**src/design/fmg_pkg.sv**
```systemverilog
`timescale 1ns / 1ps
package fmg_pkg;

   localparam int CHANNELS    = 4;
   localparam int TAPS        = 8;
   localparam int MAX_SAMPLES = 65536;
   localparam int SLOTS       = CHANNELS * TAPS;
   localparam int SLOT_W      = (SLOTS > 1) ? $clog2(SLOTS) : 1;
   localparam int RES_W       = $clog2(SLOTS + 1) + 1;
   localparam int COUNT_W     = 17;
   localparam int SUM_W       = 64;
   localparam int MUL_W       = 25;
   localparam int PROD_W      = 2 * MUL_W;
   localparam int VALUE_W     = 48;

   typedef enum logic [1:0] {
      OP_LOAD   = 2'd0,
      OP_SAMPLE = 2'd1,
      OP_FINISH = 2'd2,
      OP_NONE   = 2'd3
   } op_type;

   typedef enum logic [1:0] {
      TAG_CONV = 2'd0,
      TAG_SQ   = 2'd1,
      TAG_GRAD = 2'd2,
      TAG_IDLE = 2'd3
   } tag_kind_type;

   // Travels beside each multiply so the accumulate stage knows its target.
   typedef struct packed {
      logic               valid;
      tag_kind_type       kind;
      logic [SLOT_W-1:0]  idx;
   } mul_tag_type;

   typedef enum logic [0:0] {
      KIND_ERROR = 1'b0,
      KIND_GRAD  = 1'b1
   } rsp_kind_type;

endpackage

```
**src/design/fmg_mul.sv**
```systemverilog
`timescale 1ns / 1ps
module fmg_mul (
   input  logic                              clock,
   input  logic                              reset,
   input  fmg_pkg::mul_tag_type              tag_in,
   input  logic signed [fmg_pkg::MUL_W-1:0]  a_in,
   input  logic signed [fmg_pkg::MUL_W-1:0]  b_in,
   output fmg_pkg::mul_tag_type              tag_out,
   output logic signed [fmg_pkg::PROD_W-1:0] prod_out
);
   import fmg_pkg::*;

   mul_tag_type              tag_ff;
   logic signed [PROD_W-1:0] prod_ff;

   always_ff @(posedge clock) begin
      if (reset) begin
         tag_ff.valid <= 1'b0;
      end else begin
         tag_ff.valid <= tag_in.valid;
      end
      tag_ff.kind <= tag_in.kind;
      tag_ff.idx  <= tag_in.idx;
      prod_ff     <= a_in * b_in;
   end

   assign tag_out  = tag_ff;
   assign prod_out = prod_ff;
endmodule

```
**config.mk**
```make
export PLATFORM = sky130hd
export DESIGN_NAME = fmg_mul
export DESIGN_NICKNAME = d
export VERILOG_FILES = /design/src/design/fmg_pkg.sv /design/src/design/fmg_mul.sv
export SDC_FILE = /design/constraint.sdc
export NUM_CORES = 2
export LEC_CHECK = 0
export BUFFER_PORTS_ARGS = -buffer_cell sky130_fd_sc_hd__buf_2
export CAP_MARGIN = 20
export CORE_MARGIN = 2
export CORE_UTILIZATION = 40
export DETAILED_ROUTE_END_ITERATION = 8
export SLEW_MARGIN = 20
export SYNTH_ARGS = -nofsm -noshare
export SYNTH_HDL_FRONTEND = slang
export SYNTH_SLANG_ARGS = --single-unit
```
**constraint.sdc**
```tcl
create_clock -name clock -period 23.7 [get_ports clock]
set_clock_uncertainty 0.2 [all_clocks]
set_input_delay 4.74 -clock clock [delete_from_list [all_inputs] [get_ports clock]]
set_output_delay 4.74 -clock clock [all_outputs]
set_load 0.005 [all_outputs]
```
Yosys cells after proc, flatten, opt, wreduce, memory -nomap -nowiden --
Cells that the tools add are included.
Storage, ports and cells: bits in registers 58, latch bits 0, RAM bits 0, bits in read-only memories 0, input bits 60, output and inout bits 58, word-level logic and storage cells 5, memories kept 0
Cells by class: add/subtract/negate cells 0, multipliers 1, divide/modulo/power cells 0, magnitude comparators 0, eq/ne operators 0, shift operators 0, multiplexer cells 0, bitwise operators 0, reductions and logical operators 0
Operators with widths (number):
- multiplier 25 x 25 -> 50 bit | 1

Longest topological paths before layout --
word-level depth 1, mapped depth 26, depth with buffers taken out 24

Worst setup path after synthesis --
No wires, ideal clock.
kind input-to-reg, from input port a_in[24] in the netlist's numbering, to register prod_ff[46] (netlist: prod_out[46]), setup time 72 ps, arrival 11266 ps, required time 23428 ps, path slack 12162 ps, cell stages on the path 23, buffers on the path 1, path through clkbuf_1 -> nand2_1 -> inv_1 -> fa_1 -> inv_1 -> fa_1 -> inv_1 -> fa_1 -> fa_1 -> fa_1 -> fa_1 -> inv_1 -> fa_1 -> inv_1 -> ha_1 -> a21oi_1 -> o21bai_1 -> a21o_1 -> a2111o_1 -> nor4_2 -> o31ai_1 -> a21oi_1 -> xnor2_1
On the way: cells in the longest elaborated chain, start to end 1
RTL lines:
- start: declaration | RTL line fmg_mul.sv:6 | input logic signed [fmg_pkg::MUL_W-1:0] a_in,
- multiplier 25 x 25 -> 50 bit | RTL line fmg_mul.sv:24 | prod_ff <= a_in * b_in;
- end signal: assignment | RTL line fmg_mul.sv:24
- end: declaration | RTL line fmg_mul.sv:14 | logic signed [PROD_W-1:0] prod_ff;
Every way passes these cells. A chain may end at the register's enable or synchronous reset.

Final worst setup path --
from input port b_in[1] in the netlist's numbering, to register prod_ff[42] (netlist: prod_out[42])
On the way: cells in the longest elaborated chain, start to end 1
RTL lines:
- start: declaration | RTL line fmg_mul.sv:7 | input logic signed [fmg_pkg::MUL_W-1:0] b_in,
- multiplier 25 x 25 -> 50 bit | RTL line fmg_mul.sv:24
Every way passes these cells.

==> flow_summary.json <==
{
  "crit_top_cell": "fa_1",
  "layout-drive-gt1-share_pct": 6.019,
  "mostFrequentLayoutCell": "inv_1",
  "rows": 90,
  "cts_sinks": 58,
  "post_cts_buffers": 0,
  "grt_max_degree": 27,
  "grtUsageTotal_pct": 23.07,
  "root_buffer": "clkbuf_16",
  "vias": 17300,
  "cts_resized": 0,
  "globalplace.congestion": 0.8657,
  "drt_iter0_drc": 902,
  "status": "finished, final reports clean",
  "grt_antenna_before_repair": 5,
  "cts_tree": "done",
  "finalMaxSlewViolations": 0,
  "synth-seq-cells": 58,
  "wl_per_cell_um": 19.84,
  "final_cell_mix": "inv_1, fa_1, and2_1",
  "cts_buffers": 9,
  "syn_inst": 2593,
  "synth_edf_count": 0,
  "fp.dieArea_um2": 63020,
  "rsz0062_at_grt": "false",
  "critPathSlowestCell": "fa_1",
  "min_period_over_period_pct": 52.71,
  "synthesis.area_um2": 24410,
  "setup.worst_path.end_class": "flip-flop",
  "avgSynthCellArea_um2": 9.414,
  "num_io_pins": 118,
  "io_buffers": 117,
  "hold_viol": 0,
  "max_stage_delay_ps": 850,
  "hpwl_mm": 53.30,
  "cp.required_ps": 23750,
  "grt_overflow": 0,
  "clk_pin_slew_ps": 60,
  "setup_viol": 0,
  "path_max_fanout": 25,
  "grt_pass1_vias": 20360,
  "drv_cap": 0,
  "fmax_mhz": 80.05,
  "detail_route.drc_violations": 0,
  "grt_pass1_wl_mm": 111.4,
  "yosysUniqueCellTypes": 60,
  "critPathLaunchType": "input port",
  "cts_max_level": 3,
  "ys_seq_area_share_pct": 4.757,
  "cts_max_path_buffers": 2,
  "holdBufCountCts": 0,
  "ant_nets": 0,
  "crit_chain": "buf_2, nand2_1, inv_1, fa_1, inv_1, fa_1, inv_1, fa_1, fa_1, fa_1, fa_1, inv_1, fa_1, inv_1, ha_1, nand3_1, nor2_1, nand3_1, a211oi_2, nor4_1, o41ai_1, a21oi_1, xnor2_1",
  "drt_wl_total_mm": 67.65,
  "synth_flop_cell": "dfxtp_1",
  "relSlewSlack_pct": 46.97,
  "die_h_um": 251.0,
  "synth_fp_nets": 3452,
  "core_um2": 60360,
  "critical_path_class": "in -> reg",
  "start_util_pct": 40.44,
  "fin_setup_tns_ps": 0,
  "drtPass1Iterations": 5,
  "period_needed_ps": 12490,
  "async_flop_share_pct": 0,
  "worst_pin_slew_ps": 794.0,
  "syn_to_final_growth_pct": 6.309,
  "die_w_um": 251.0,
  "hold_class": "in -> reg",
  "crit_arrival_ps": 12540,
  "viasPerCell": 5.074,
  "ys.warnings.count": 0,
  "num-nets-final": 3479
}
[worst paths after layout]
path	start	to	slack [ps]	cells past startpoint
worst max-delay path	b_in[1]	prod_out[42]$_DFF_P_	11210	23
worst min-delay path	tag_in[5]	tag_out[5]$_DFF_P_	4270	1
[state kept, by name, summed over array words and instances (netlist names)]
register	flops
tag_out	8
prod_out	50
[cells by family (layout without fill, tap and decap cells)]
logic type / after synthesis / after routing / synth area share (%)
flip-flops: 58 / 58 / 4.757
multiplexers: 1 / 1 / 0.04613
XOR/XNOR: 51 / 51 / 1.830
adder cells (fa/ha/maj): 799 / 799 / 61.19
AND/OR/NAND/NOR: 733 / 733 / 15.38
AO/OA/AOI/OAI: 147 / 147 / 4.418
buffers and inverters: 804 / 836 / 12.38
other: 0 / 2 / 0
[metal layers]
layer,vias to the layer above,global-route usage [%],routed length [um]
met2,521,42.77,35800
met3,142,3.396,3462
met5,-,0,66
met1,9150,27.20,26170
met4,10,7.789,2153
li1,7474,-,-
[worst max-delay path, delay by kind of cell]
kind / cells / cell delay [ps]
fa+ha+maj: 8 / 4500
compound gates: 3 / 1300
simple gates: 5 / 1000
buf+inv: 6 / 820
xor+xnor: 1 / 140
[synth_stat cells, types with 3 or more instances]
master | n | share of area, %
a211o_1 | 3 | 0.11
a211oi_1 | 6 | 0.18
a21o_1 | 34 | 1.0
a21oi_1 | 33 | 0.68
a31oi_1 | 5 | 0.13
and2_1 | 320 | 8.2
and3_1 | 7 | 0.18
buf_2 | 4 | 0.082
clkbuf_1 | 104 | 1.6
dfxtp_1 | 58 | 4.8
fa_1 | 658 | 54
ha_1 | 141 | 7.2
inv_1 | 696 | 11
nand2_1 | 304 | 4.7
nand2b_1 | 13 | 0.33
nand3_1 | 14 | 0.29
nand3b_1 | 3 | 0.092
nand4_1 | 4 | 0.10
nor2_1 | 27 | 0.42
nor2b_1 | 22 | 0.56
nor3_1 | 8 | 0.16
o2111ai_1 | 4 | 0.14
o211ai_1 | 3 | 0.092
o21a_1 | 6 | 0.18
o21ai_0 | 18 | 0.37
o21ai_1 | 4 | 0.082
xnor2_1 | 38 | 1.4
xor2_1 | 13 | 0.47
[final cells by class]
type	instances	area, um2
Fill cell	5935	34410
Multi-Input combinational cell	1731	20230
Sequential cell	58	1161
Timing Repair Buffer	124	638.1
Antenna cell	2	5.005
Tap cell	782	978.4
Clock buffer	9	225.2
Inverter	696	2613
Clock inverter	7	101.3
[stage by stage]
| step | utilization [%] | instance area (um2) | cells | hold WS (ps) | setup WS (ps) |
|---|---|---|---|---|---|
| finish | 43.00 | 25950 | 3409 | 4272 | 11210 |
| floorplan | - | 24410 | 2593 | 4568 | 12160 |
| global route | 42.99 | 25950 | 3407 | 4264 | 10940 |
| detailed placement | 42.44 | 25620 | 3391 | 4646 | 10940 |
| CTS | 42.98 | 25940 | 3407 | 4252 | 11280 |
| global placement | 42.44 | 25620 | 3391 | 4644 | 10900 |
Power is left out: the tool's default activity adds up to more than one toggle a clock period on the data nets, which glitch-free logic cannot reach.
