**src/design/fmg_pkg.sv**
```systemverilog
`timescale 1ns / 1ps
package fmg_pkg;

   localparam int CHANNELS    = 4;
   localparam int TAPS        = 8;
   localparam int MAX_SAMPLES = 65536;
   localparam int SLOTS       = CHANNELS * TAPS;
   localparam int SLOT_W      = (SLOTS > 1) ? $clog2(SLOTS) : 1;
   localparam int RES_W       = $clog2(SLOTS + 1) + 1;
   localparam int COUNT_W     = 17;
   localparam int SUM_W       = 64;
   localparam int MUL_W       = 25;
   localparam int PROD_W      = 2 * MUL_W;
   localparam int VALUE_W     = 48;

   typedef enum logic [1:0] {
      OP_LOAD   = 2'd0,
      OP_SAMPLE = 2'd1,
      OP_FINISH = 2'd2,
      OP_NONE   = 2'd3
   } op_type;

   typedef enum logic [1:0] {
      TAG_CONV = 2'd0,
      TAG_SQ   = 2'd1,
      TAG_GRAD = 2'd2,
      TAG_IDLE = 2'd3
   } tag_kind_type;

   // Travels beside each multiply so the accumulate stage knows its target.
   typedef struct packed {
      logic               valid;
      tag_kind_type       kind;
      logic [SLOT_W-1:0]  idx;
   } mul_tag_type;

   typedef enum logic [0:0] {
      KIND_ERROR = 1'b0,
      KIND_GRAD  = 1'b1
   } rsp_kind_type;

endpackage

```
**src/design/fmg_divider.sv**
```systemverilog
`timescale 1ns / 1ps
module fmg_divider (
   input  logic                               clock,
   input  logic                               reset,
   input  logic                               start,
   input  logic [fmg_pkg::SUM_W-1:0]          dividend,
   input  logic [fmg_pkg::COUNT_W-1:0]        divisor,
   output logic                               done,
   output logic [fmg_pkg::SUM_W-1:0]          quotient
);
   import fmg_pkg::*;

   localparam int STEP_W = $clog2(SUM_W + 1);

   logic [SUM_W-1:0]   quo_ff, quo_in;
   logic [COUNT_W-1:0] rem_ff, rem_in;
   logic [COUNT_W-1:0] div_ff;
   logic [STEP_W-1:0]  step_ff;
   logic               busy_ff, done_ff;
   logic [COUNT_W:0]   rem_sh;

   // Restoring division, one quotient bit per cycle.
   always_comb begin
      rem_sh = {rem_ff, quo_ff[SUM_W-1]};
      quo_in = {quo_ff[SUM_W-2:0], 1'b0};
      rem_in = rem_sh[COUNT_W-1:0];
      if (rem_sh >= {1'b0, div_ff}) begin
         rem_in    = COUNT_W'(rem_sh - {1'b0, div_ff});
         quo_in[0] = 1'b1;
      end
   end

   always_ff @(posedge clock) begin
      if (reset) begin
         busy_ff <= 1'b0;
         done_ff <= 1'b0;
      end else begin
         done_ff <= 1'b0;
         if (start) begin
            busy_ff <= 1'b1;
         end else if (busy_ff && step_ff == STEP_W'(SUM_W - 1)) begin
            busy_ff <= 1'b0;
            done_ff <= 1'b1;
         end
      end
      if (start) begin
         quo_ff  <= dividend;
         rem_ff  <= '0;
         div_ff  <= divisor;
         step_ff <= '0;
      end else if (busy_ff) begin
         quo_ff  <= quo_in;
         rem_ff  <= rem_in;
         step_ff <= step_ff + 1'b1;
      end
   end

   assign done     = done_ff;
   assign quotient = quo_ff;
endmodule
```
**config.mk**
```make
export PLATFORM = sky130hd
export DESIGN_NAME = fmg_divider
export DESIGN_NICKNAME = d
export VERILOG_FILES = /design/src/design/fmg_pkg.sv /design/src/design/fmg_divider.sv
export SDC_FILE = /design/constraint.sdc
export NUM_CORES = 1
export LEC_CHECK = 0
export ABC_AREA = 0
export BUFFER_PORTS_ARGS = -buffer_cell sky130_fd_sc_hd__buf_2
export CAP_MARGIN = 20
export CORE_AREA = 2 2 106 129
export CTS_BUF_LIST = sky130_fd_sc_hd__clkbuf_4 sky130_fd_sc_hd__clkbuf_8
export DETAILED_ROUTE_END_ITERATION = 6
export DIE_AREA = 0 0 108 131
export GPL_TIMING_DRIVEN = 0
export SLEW_MARGIN = 20
export SYNTH_ARGS = -nofsm -noshare
export SYNTH_HDL_FRONTEND = slang
export SYNTH_SLANG_ARGS = --single-unit
```
**constraint.sdc**
```tcl
create_clock -name clock -period 3.07 [get_ports clock]
set_input_delay 0.1535 -clock clock [delete_from_list [all_inputs] [get_ports clock]]
set_output_delay 0.1535 -clock clock [all_outputs]
set_load 0.01 [all_outputs]
```
After elaboration in Yosys (flattened, before gate mapping)
Cells that the tools add are included.
{"block": "word_totals", "output_inout_bits": 65, "input_bits": 84, "regBits": 107}
{"block": "classes", "eq_ne": 1, "n_mux": 7, "order_cmp": 1, "reduce_logical": 4, "n_addsub": 2}
{"operator": "64-bit two-way mux", "count": 2}
{"operator": "18-bit by 17-bit >= comparator with 1-bit output", "count": 1}
{"operator": "17-bit two-way mux", "count": 1}
{"operator": "17-bit subtractor", "count": 1}
{"operator": "7-bit by 1-bit adder with 7-bit output, second input constant", "count": 1}
{"operator": "7-bit by 6-bit equality test with 1-bit output, second input constant", "count": 1}
{"operator": "1-bit two-way mux", "count": 4}
{"operator": "2-bit nonzero test", "count": 2}
{"operator": "2-bit OR reduction", "count": 1}
{"operator": "1-bit logical AND", "count": 1}

Depth between registers and ports, before layout
Gate-level depths: netlist of run 1.
{"block": "logic_depth", "ltp_word": 4, "ltp_mapped": 12, "ltp_nobuf": 10}

Worst setup path after synthesis of run 1
OpenSTA, ideal clock, no wires.
{"block": "synth_timing", "kind": "reg-to-reg", "start": "register quo_ff[63] (netlist: quotient[63])", "end": "register quo_ff[0] (netlist: quotient[0]) (data pin)", "path_buffers": 1, "arrival_ns": 2.605, "setup_ns": 0.260, "path_slack_ns": 0.205, "path_stages_with_launch": 11, "cell_sequence": "edfxtp_1 > inv_1 > ha_1 > inv_1 > fa_1 > a21o_1 > a221o_1 > a41oi_1 > o221ai_1 > buf_4 > mux2_2"}
{"block": "synth_via", "elab_chain_cells": 4}
{"item": "start: declaration", "line_no": "fmg_divider.sv:15", "source": "logic [SUM_W-1:0] quo_ff, quo_in;"}
{"item": "start signal: assignment", "line_no": "fmg_divider.sv:47", "source": "quo_ff <= dividend;"}
{"item": "start signal: assignment", "line_no": "fmg_divider.sv:52", "source": "quo_ff <= quo_in;"}
{"item": "18-bit by 17-bit >= comparator with 1-bit output", "line_no": "fmg_divider.sv:27", "source": "if (rem_sh >= {1'b0, div_ff}) begin"}
{"item": "1-bit two-way mux", "line_no": "fmg_divider.sv:27"}
{"item": "64-bit two-way mux", "line_no": "fmg_divider.sv:51", "source": "end else if (busy_ff) begin"}
{"item": "64-bit two-way mux", "line_no": "fmg_divider.sv:46", "source": "if (start) begin"}
Every way passes these cells. The select of a mux whose other input is x is not followed.
A chain may end at the register's enable or synchronous reset.

Final worst setup path of run 1
Ends and elaborated chain as after synthesis.

==> impl_metrics.py, run 1 <==
metrics = {
    "critical_path": {
        "crit_path_frequent_cell": "inv_1",
        "cp.arrival_ps": 3040,
        "start_kind": "register",
        "crit_path_max_incr_delay_ps": 420,
        "crit_chain": "inv_1, ha_1, inv_1, fa_1, a21o_1, a221o_2, a41oi_2, o221ai_2, buf_4, mux2_2",
        "setup.worst_path.class": "register to register",
        "cp_max_fo": 10,
        "endpoint_kind": "register",
        "crit_required_ps": 3210,
        "crit_slowest_cell": "edfxtp_1",
    },
    "global_route": {
        "grt_pass1_wl_mm": 20.0,
        "grt_usage": 0.182,
        "grt_pass1_vias": 4024,
        "antenna_found_initial": 0,
        "grt_remaining_overflow": 0,
        "grt_max_degree": 34,
    },
    "routing": {
        "ant_nets": 0,
        "vias": 3869,
        "via_per_inst": 5.08,
        "avgRoutedWirePerCell_um": 16.0,
        "dr.pass1.iters": 4,
        "wirelength_mm": 12.2,
        "remaining_drc_errors": 0,
        "drt_iter0_drc": 181,
    },
    "floorplan": {
        "core_area_sq_mm": 0.0129,
        "die_w_um": 108,
        "dieArea_sq_mm": 0.0141,
        "num_io_pins": 149,
        "die_h_um": 131,
        "start_util": 0.399,
        "num_rows": 46,
    },
    "outcome": {
        "outcome": "finished, final reports clean",
    },
    "synthesis": {
        "synth_most_common_cell": "edfxtp_1",
        "synth_area_leader_cell": "edfxtp_1",
        "syn_nets": 512,
        "yosys_warnings": 0,
        "synth_ff_type": "edfxtp_1",
        "syn-mean-instance-area_sq_um": 12.6,
        "syn_area_sq_mm": 0.00517,
        "synthCells": 409,
        "ys_async_sr_fraction": 0,
        "ys_top_cells_by_count": "edfxtp_1, mux2_2, nand2_1",
        "synth.area.top_cells": "edfxtp_1, mux2_2, dfxtp_1",
        "yosysSeqAreaShare": 0.571,
        "netlist-cell-type-count": 52,
        "synth_edf_count": 81,
        "ys_seq_elements": 107,
        "yosysTopAreaCellShare": 0.470,
    },
    "timing": {
        "whs_ps": 61.9,
        "relSlewSlack": 0.405,
        "drv_slew": 0,
        "fmax_mhz": 345,
        "tightest_slew_ps": 889,
        "setup_viol": 0,
        "hold_violations": 0,
        "fin_crit_sh": 0.945,
        "fin_worst_skew_ps": 8.93,
        "period_minus_slack_ps": 2900,
    },
    "clock_network": {
        "htreeDepth": 3,
        "cts_tree": "yes",
        "cts_root_buf": "clkbuf_8",
        "clk_pin_slew_ps": 110,
        "cts_sinks": 107,
        "cts_inserted_buffers": 9,
        "clk-insertion-delay-late_ps": 390,
        "clock_path_buffers": 2,
    },
    "finish": {
        "areaGrowthSynthToFinish_pct": 27.0,
        "utilization": 0.507,
        "nets": 692,
        "diodes": 0,
        "drive_above_1_share": 0.407,
    },
    "power": {
        "peakVddDrop_uv": 284,
        "leakage_nw": 2.71,
        "cellPowerDensity_mw_per_mm2": 506,
    },
    "placement": {
        "routabilityCongestion": 0.884,
        "placement.io_buffers": 148,
        "post-dp-hpwl_mm": 9.02,
    },
    "min_path": {
        "hold_path_class": "primary input to register",
    },
    "flow_run": {
        "maxCapViolCount": 0,
    },
}
[cells in the final DEF (no fill, tap or decap), types with 2 or more instances in the layout]
master / count
buf_2: 149
edfxtp_1: 81
mux2_2: 64
nand2_1: 32
dfxtp_1: 26
nor2_1: 22
inv_1: 21
ha_1: 18
dlygate4sd3_1: 18
a21oi_1: 16
clkbuf_1: 12
o21ai_0: 12
nand3_1: 9
xnor2_1: 9
clkbuf_8: 9
xor2_1: 7
a21o_1: 6
nand2b_1: 6
a311oi_1: 6
a32oi_1: 5
o211ai_1: 4
nor3_1: 4
inv_6: 4
and3_1: 3
nand4_1: 3
buf_4: 3
nor4_1: 3
buf_1: 2
o21a_1: 2
a221oi_1: 2
or3_1: 2
nor2b_1: 2
buf_6: 2
a211oi_1: 2
a31oi_1: 2
a311oi_2: 2
[registers in the layout, summed over array words and instances, names as in the netlist]
| name | count |
|---|---|
| quotient | 64 |
| div_ff | 17 |
| rem_ff | 17 |
| step_ff | 7 |
| busy_ff | 1 |
| done | 1 |
[report_power, final]
group,total (mW),switching [mW],internal [mW]
Clock,0.916,0.523,0.392
Sequential,1.77,0.0635,1.71
Combinational,0.637,0.332,0.304
Total,3.32,0.919,2.40
[cell type report]
class                   count  area (sq um)
multi-input cells         262          2070
clock buffers               9           124
flip-flops and latches    107          2950
inverters                  22          85.1
fillers                  1206          6390
plain buffers              18          87.6
clock inverters             7          80.1
well taps                 168           210
repair buffers            169           956
[kinds of logic after synthesis]
family                     share of synthesized area
DFF                                            0.571
and+or+nand+nor                               0.0864
AOI/OAI and AO/OA                             0.0937
muxes                                          0.141
buffers and inverters                         0.0329
adders and majority gates                     0.0474
xor gates and xnor gates                      0.0271
[routing by layer]
metal / wire length (um) / GRT usage / part of all wire / vias to the layer above
met2: 6160 / 0.311 / 0.50 / 113
met1: 5040 / 0.215 / 0.41 / 1843
li1: - / - / - / 1894
met4: 231 / 0.0784 / 0.019 / 0
met3: 793 / 0.0496 / 0.065 / 19
met5: 0 / 0 / 0 / -
[worst max-delay path: cells and delay by family (launching register included)]
family          cells  cell delay (ps)
mux                 1              260
flops               1              420
compound gates      4             1030
fa+ha+maj           2              560
buf+inv             3              380
[per-stage QoR]
step / worst slack, ps / total power [mW] / TNS [ps] / area (sq um) / std cells
after floorplan: 205 / 2.17 / 0 / 5170 / 409
after global placement: -701 / 2.40 / -44860 / 6120 / 725
after detailed placement: -99.7 / 2.41 / -99.7 / 6140 / 726
after CTS: 76.5 / 3.36 / 0 / 6540 / 760
after global routing: -14.3 / 3.47 / -14.3 / 6560 / 762
final: 169 / 3.32 / 0 / 6560 / 762
[final timing paths]
path,slack (ps),cells after the start,end,from
setup / recovery,170,10,quotient[0]$_DFFE_PP_,quotient[63]$_DFFE_PP_
hold / removal,60,2,quotient[60]$_DFFE_PP_,dividend[60]
setup reg to reg,170,10,quotient[0]$_DFFE_PP_,quotient[63]$_DFFE_PP_
hold reg to reg,490,1,done$_SDFF_PP0_,step_ff[6]$_SDFFE_PP0P_
[what timing repair did]
action | in CTS | in global routing
setup buffers | 0 | 2
gates resized for setup | 2 | 2
pin swaps | 0 | 2
endpoints found under the hold margin | 19 | 0
hold buffers | 18 | 0
endpoints found under the setup margin | 1 | 5
(Power assumes the default switching activity.)
==> inputs of run 2 (changes only) <==
ABC_AREA = 1   (was 0)
CORE_AREA = 2 2 111 134   (was 2 2 106 129)
DIE_AREA = 0 0 113 136   (was 0 0 108 131)
==> impl_metrics.py, run 2 <==
metrics = {
    "critical_path": {
        "reg2reg_from": "quotient[63]$_DFFE_PP_",
        "setup.worst_path.class": "register to register",
        "cp.arrival_ps": 2540,
        "path_delay_family": "adder cells",
        "cp_num_cells": 11,
        "start_kind": "register",
        "crit_path_max_incr_delay_ps": 470,
        "r2r.worst_path.cells": 11,
        "regToRegSetupSlack_ps": 790,
        "crit_required_ps": 3330,
        "cp_max_fo": 10,
        "crit_chain": "inv_1, ha_1, inv_1, fa_1, nand3_2, nand3_2, nand2_4, buf_4, nand3_1, nand3_1, o21ai_1",
        "path_buf_inv": 3,
        "endpoint_kind": "register",
        "crit_slowest_cell": "fa_1",
        "r2r-end": "rem_ff[8]$_SDFFE_PP0P_",
    },
    "routing": {
        "wirelength_mm": 14.5,
        "dr.pass1.iters": 6,
        "via_per_inst": 4.66,
        "avgRoutedWirePerCell_um": 13.9,
        "drt_iter0_drc": 228,
        "ant_nets": 0,
        "remaining_drc_errors": 2,
        "vias": 4867,
    },
    "synthesis": {
        "synth_most_common_cell": "nand2_1",
        "syn-mean-instance-area_sq_um": 8.24,
        "syn_area_sq_mm": 0.00566,
        "synth_ff_type": "edfxtp_1",
        "ys_seq_elements": 107,
        "yosysSeqAreaShare": 0.522,
        "synthCells": 687,
        "ys_top_cells_by_count": "nand2_1, edfxtp_1, inv_1",
        "ys_async_sr_fraction": 0,
        "syn_nets": 790,
        "synth_edf_count": 81,
        "yosys_warnings": 0,
        "netlist-cell-type-count": 37,
        "synth.area.top_cells": "edfxtp_1, nand2_1, dfxtp_1",
        "synth_area_leader_cell": "edfxtp_1",
        "yosysTopAreaCellShare": 0.430,
    },
    "timing": {
        "setup_ws_ps": 794,
        "period_minus_slack_ps": 2280,
        "fmax_mhz": 439,
        "hold_violations": 0,
        "setup_viol": 0,
        "rsz0062_at_grt": "no",
        "drv_slew": 0,
        "fin_worst_skew_ps": 11.2,
        "relSlewSlack": 0.595,
        "tightest_slew_ps": 608,
        "fin_crit_sh": 0.741,
    },
    "finish": {
        "diodes": 0,
        "regArea_sq_mm": 0.00295,
        "drive_above_1_share": 0.240,
        "nets": 968,
        "areaGrowthSynthToFinish_pct": 23.6,
        "final_cell_area_sq_mm": 0.00699,
        "fillCellCount": 1437,
        "multiInputGateArea_sq_mm": 0.00229,
        "most-common-layout-cells": "nand2_1, buf_2, edfxtp_1",
        "final_common_cell": "nand2_1",
        "largest_reg_flops": 64,
    },
    "power": {
        "p_comb_frac": 0.163,
        "cellPowerDensity_mw_per_mm2": 440,
        "pwr-share-clk": 0.266,
        "p_seq_frac": 0.571,
        "peakVddDrop_uv": 288,
        "leakage_nw": 3.57,
        "switching_power_mw": 0.873,
        "p_sw_frac": 0.284,
        "p_int_mw": 2.20,
    },
    "clock_network": {
        "cts_root_buf": "clkbuf_8",
        "clk_pin_slew_ps": 110,
        "htreeDepth": 3,
        "post_cts_buffers": 0,
        "cts_sinks": 107,
        "clock_path_buffers": 2,
        "cts_inserted_buffers": 9,
        "cts_tree": "yes",
        "clk-insertion-delay-late_ps": 380,
        "cts_resized": 0,
    },
    "placement": {
        "post-dp-hpwl_mm": 10.9,
        "dpl_worst_slack_ps": 826,
        "placement.io_buffers": 148,
        "place_area_sq_mm": 0.00664,
        "routabilityCongestion": 0.922,
    },
    "floorplan": {
        "core_area_sq_mm": 0.0142,
        "num_io_pins": 149,
        "die_w_um": 113,
        "start_util": 0.399,
        "die_h_um": 136,
        "num_rows": 48,
        "dieArea_sq_mm": 0.0154,
    },
    "global_route": {
        "grt_pass1_vias": 4874,
        "grt_remaining_overflow": 0,
        "grt_pass1_wl_mm": 23.6,
        "grt_max_degree": 40,
        "grt_usage": 0.195,
        "antenna_found_initial": 0,
    },
    "outcome": {
        "violations": "DRC",
        "outcome": "finished, violations left",
    },
    "min_path": {
        "min_path_cells": 3,
        "hold_path_end": "quotient[17]$_DFFE_PP_",
        "hold_path_class": "primary input to register",
        "hp-start": "dividend[17]",
    },
    "flow_run": {
        "maxCapViolCount": 0,
    },
}
-- run 2: cells by family after synthesis --
family | Yosys count | synth area share
DFF | 107 | 0.522
xor gates and xnor gates | 7 | 0.0108
and+or+nand+nor | 420 | 0.321
AOI/OAI and AO/OA | 31 | 0.0287
adders and majority gates | 19 | 0.0433
buffers and inverters | 103 | 0.0741
-- run 2: worst max-delay path by stage --
| stage | start | end |
|---|---|---|
| final | quotient[63]$_DFFE_PP_ | rem_ff[8]$_SDFFE_PP0P_ |
| after global routing | quotient[63]$_DFFE_PP_ | rem_ff[0]$_SDFFE_PP0P_ |
| after CTS | quotient[63]$_DFFE_PP_ | rem_ff[4]$_SDFFE_PP0P_ |
| after detailed placement | quotient[63]$_DFFE_PP_ | rem_ff[4]$_SDFFE_PP0P_ |
| after global placement | start | rem_ff[7]$_SDFFE_PP0P_ |
| after floorplan | busy_ff$_SDFFE_PP0P_ | quotient[0]$_DFFE_PP_ |
-- run 2: repair_timing --
| action | CTS | global route |
|---|---|---|
| setup endpoints to repair | 0 | 0 |
| endpoints found under the hold margin | 18 | 0 |
| hold buffers | 18 | 0 |
-- run 2: worst register-to-register path, stage by stage, from the launching register on --
cell and delay [ps]:
edfxtp_1 400, inv_1 90, ha_1 180, inv_1 90, fa_1 470, nand3_2 130, nand3_2 110, nand2_4 190
buf_4 240, nand3_1 90, nand3_1 90, o21ai_1 70
-- run 2: routing by layer --
metal	global-route usage	vias up	wire length [um]
met5	0	-	0
met4	0.0772	0	302
met3	0.0477	21	916
met2	0.346	136	7290
met1	0.226	2181	6020
li1	-	2529	-
-- run 2: final cells by class --
cell class,instances,area share
flip-flops and latches,107,0.422
multi-input cells,477,0.327
repair buffers,167,0.135
inverters,83,0.0449
well taps,175,0.0313
clock buffers,10,0.0188
plain buffers,20,0.0154
clock inverters,6,0.00573
-- run 2: through the flow --
stage	setup TNS, ps	power [mW]	hold WS (ps)	cells	utilization
floorplan	0	2.05	226	687	-
global placement	-18390	2.27	331	1010	0.467
detailed placement	0	2.28	332	1011	0.468
CTS	0	3.12	6.56	1045	0.493
global route	0	3.23	29.8	1045	0.493
finish	0	3.07	29.0	1045	0.493
-- run 2: power groups by stage --
stage	registers [mW]	clock network (mW)	logic [mW]
2_1_floorplan	1.82	0	0.226
3_3_place_gp	1.79	0	0.481
3_5_place_dp	1.78	0	0.492
4_1_cts	1.76	0.852	0.510
5_1_grt	1.77	0.889	0.568
6_report	1.75	0.819	0.501
